$ cat config.mk
export PLATFORM = sky130hd
export DESIGN_NAME = tep_ram
export DESIGN_NICKNAME = d
export VERILOG_FILES = /design/src/rtl/tree_ensemble_predict_assert.svh /design/src/rtl/tep_ram.sv
export SDC_FILE = /design/constraint.sdc
export NUM_CORES = 2
export LEC_CHECK = 0
export ABC_AREA = 1
export BUFFER_PORTS_ARGS = -buffer_cell sky130_fd_sc_hd__buf_2
export CELL_PAD_IN_SITES_DETAIL_PLACEMENT = 0
export CELL_PAD_IN_SITES_GLOBAL_PLACEMENT = 1
export CORE_MARGIN = 5
export CORE_UTILIZATION = 36
export DETAILED_ROUTE_END_ITERATION = 8
export GPL_TIMING_DRIVEN = 0
export PLACE_DENSITY = 0.59
export REMOVE_ABC_BUFFERS = 1
export SLEW_MARGIN = 20
export SYNTH_ARGS = -nofsm -noshare
export SYNTH_HDL_FRONTEND = slang
export SYNTH_SLANG_ARGS = --single-unit
$ cat constraint.sdc
create_clock -name clk -period 6.59 [get_ports clk]
set_clock_uncertainty 0.2 [all_clocks]
set_input_delay 1.318 -clock clk [delete_from_list [all_inputs] [get_ports clk]]
set_output_delay 1.318 -clock clk [all_outputs]
set_load 0.005 [all_outputs]
$ cat src/rtl/tree_ensemble_predict_assert.svh
// assertion macros for the tree ensemble predictor
// expects clk and rst_n in the scope where a macro is used
`ifndef TREE_ENSEMBLE_PREDICT_ASSERT_SVH
`define TREE_ENSEMBLE_PREDICT_ASSERT_SVH

// same-cycle implication
`define TEP_ASSERT_NOW(label, ante, cons) \
    label: assert property (@(posedge clk) disable iff (!rst_n) (ante) |-> (cons)) \
        else $error("tep assertion failed");

// next-cycle implication
`define TEP_ASSERT_NEXT(label, ante, cons) \
    label: assert property (@(posedge clk) disable iff (!rst_n) (ante) |=> (cons)) \
        else $error("tep assertion failed");

`endif

$ cat src/rtl/tep_ram.sv
// generic single-write, single-read ram with registered read data
// no dependencies
`default_nettype none

module tep_ram #(
    parameter int WIDTH = 32,
    parameter int DEPTH = 64
) (
    input  wire logic                     clk,
    input  wire logic                     we,
    input  wire logic [$clog2(DEPTH)-1:0] waddr,
    input  wire logic [WIDTH-1:0]         wdata,
    input  wire logic                     re,
    input  wire logic [$clog2(DEPTH)-1:0] raddr,
    output logic      [WIDTH-1:0]         rdata
);

    logic [WIDTH-1:0] mem [DEPTH];

    always_ff @(posedge clk)
    begin
        if (we)
        begin
            mem[waddr] <= wdata;
        end
        if (re)
        begin
            rdata <= mem[raddr];
        end
    end

endmodule

`default_nettype wire

==> results by group <==
Worst setup path
  – Slowest-stage cell, CP: buf_16
  – CP required: around 7.1 ns
  – Crit Path Class: in -> reg
  – CP dominant cell by count: buf_16
  – Setup crit start kind: primary input
  – Delay of the slowest critical-path stage: 0.49 ns
  – Max FO, Critical Path: between 150 and 200
  – Crit. End Element: register
  – Worst path cell trace: buf_12, buf_16, buf_16, buf_16, inv_16, buf_16, buf_16, buf_16, nand2_1, nand3_1, nand3_1, nand3_1, nand3_1, nand2_1, nand2_1, nand2_1
  – CP arrival: roughly 6.5 ns

Finish
  – Area grow syn2layout: 15.9%
  – Final core utilization: 41.9%
  – Fillers: roughly 21000
  – Layout cells sized above 1: a little over 9%
  – Final #Nets: just under 7000

Floorplanning
  – Core ar.: about 0.23 mm2
  – Die Area: ~0.24 mm2
  – Die W: a little under 500 um
  – Placement row count: ~180
  – Die height: ~490 um
  – Initial core utilization: between 30% and 40%
  – Top Ports: between 70 and 80

Synth
  – Synthesized flop and latch total: between 2000 and 2500
  – Netlist Area Pre-Place: between 0.08 and 0.09 mm2
  – Syn Area/Cell: between 10 and 15 um2
  – Post-synth top cells: nand2_1 (2248), edfxtp_1 (2080), nand3_1 (1907)
  – Proportion of netlist area held by the largest area contributor: between 70% and 80%
  – Ys flop type: edfxtp_1
  – Post-synthesis sequential area ratio: between 70% and 80%
  – Count leader, synth: nand2_1
  – Yosys warning total: 0
  – Distinct cells, synth: 15
  – Synth area leaders: edfxtp_1 (75%), nand3_1 (11%), nand2_1 (10%)
  – Async SR Flop Fraction: 0%
  – EDFF count, synth: 2080
  – Yosys top cell by area: edfxtp_1
  – Synth Instances: roughly 6800

Global routing
  – GRT Resource Usage Total: between 20 and 25%
  – GR peak layer: met2
  – Met3 usage: 2.82%
  – Met2 Use GR: between 30% and 40%
  – Largest net degree at the start of global routing: 174
  – Met1 GRT Util: about 30%
  – Aggregate global routing overflow: 0
  – Vias in the first global route: between 40000 and 50000
  – First-pass GRT wire length: about 360 mm
  – Initial antenna violation count: 21

Clock tree
  – TritonCTS Buffers: roughly 220
  – Clk buf depth: 3
  – CTS sink cnt: about 2100
  – CTS root buffer: clkbuf_16
  – # H-tree levels: 4
  – Setup bufs post-CTS: 0
  – Worst-path clk slew: 0.06 ns
  – Hold Buf Count CTS: 0
  – Post-cts gate resize count: 0
  – CTS tree: yes
  – Clk_lat worst skew: slightly below 0.9 ns

Route
  – Drt drc: 0
  – DRT iter0 DRCs: between 5000 and 6000
  – ANT nets after route: 0
  – Routed vias: about 53000
  – Routed WL: ~250 mm
  – Drt pass-1 iters: 6
  – Vias/cell: 5.27
  – Routed WL per cell: approximately 25 um

STA
  – RSZ-0062 raised after global routing: no
  – Setup violators final: 0
  – Worst rel slew slack: between 20% and 30%
  – Worst Tran Pin Value: around 1.1 ns
  – Endpoints failing hold: 0
  – Post-route minimum period: between 6 and 7 ns
  – Final worst-path cycle share: roughly nine tenths
  – Slew Limit Fails: 0
  – Setup slack after layout: 0.539 ns
  – Setup_tns: 0 ns
  – Fmax: roughly 170 MHz

Power
  – Switch share: around 23%
  – Sequential share of power: between 50 and 60%
  – Combinational share of power: under 10%
  – Cell Int Power: 21.7 mW
  – Clock group share of total power: between 40% and 50%
  – NetSw: between 6 and 7 mW
  – Lkg Pwr: roughly 33 nW
  – Power Dens Cells: 292 mW/mm2
  – Worst vdd ir: a little under 300 uV

Placed design
  – Port Buf Inserts: between 70 and 80
  – Setup WS pre-CTS: -0.293 ns
  – Detailed placer's ending HPWL: 142 mm
  – RD Place Congestion: approximately 0.8

Job
  – Max-cap violations: 0

Min path
  – Worst hold path type: in -> reg

Run status
  – Status: completed
[through the flow]
stage / instances / hold WS, ns / instance area [um2] / power (mW)
global placement: 9424 / 0.685 / 85000 / 17.0
CTS: 10000 / 0.538 / 96200 / 28.3
floorplan: 6320 / 0.596 / 80800 / 15.8
detailed placement: 9633 / 0.687 / 89500 / 16.8
finish: 10000 / 0.597 / 96200 / 28.1
global route: 10000 / 0.568 / 96200 / 29.0
[cells in the final DEF (no fill, tap or decap), drive strengths merged]
cell      Yosys  routed
nor4          8       8
bufinv        0      10
nand3      1907    1907
nand2      2248    2248
diode         0      13
nand4         9       9
clkbuf       77     279
nor2         56      56
clkinv        0     110
inv          12      12
buf         372     287
clkinvlp      0       3
edfxtp     2080    2080
[path summary, 6_finish.rpt]
check / depth (start not counted) / endpoint / from / slack (ns)
worst max-delay path: 16 / rdata[2] / raddr[0] / 0.54
worst min-delay path: 1 / mem[48][22] / wdata[22] / 0.60
worst max register to register: 8 / rdata[2] / mem[53][2] / 4.34
worst min register to register: 8 / rdata[24] / mem[36][24] / 0.70
[layer usage]
metal  up-vias  routed length [um]  part of all wire (%)
li1      24300                   -                     -
met1     26700              112000                    45
met2      1529              117000                    46
met3       368               14700                   5.8
met4         0                8580                   3.4
met5         -                   0                     0
[registers in the layout (all words and copies together) (netlist names)]
signal and count:
rdata 32, mem 2048
[logic make-up after synthesis]
group | synth area share [%]
buffers and inverters | 2.77
DFF | 75.2
and+or+nand+nor | 22.0
[cell type report]
type                    instances  area [um2]  area share [%]
diodes                         13        32.5          0.0338
clock buffers                 279        5810            6.04
clock inverters               123         856           0.889
inverters                      12        88.8          0.0923
multi-input cells            4228       18800            19.5
flip-flops and latches       2080       62500            64.9
well taps                    3026        3790            3.93
repair buffers                287        4420            4.59
[power groups by stage]
stage / sequential [mW] / clock, mW / combinational (mW)
2_1_floorplan: 15.0 / 0 / 0.780
3_3_place_gp: 15.0 / 0 / 1.99
3_5_place_dp: 15.0 / 0 / 1.78
4_1_cts: 14.7 / 11.8 / 1.78
5_1_grt: 14.7 / 12.4 / 1.91
6_report: 14.7 / 11.6 / 1.77
[critical path, delay by kind of cell]
family,cells,cell delay [ns]
buffers and inverters,8,2.86
AND/OR/NAND/NOR,8,1.47
No activity file was read; power rests on OpenSTA's default activity.
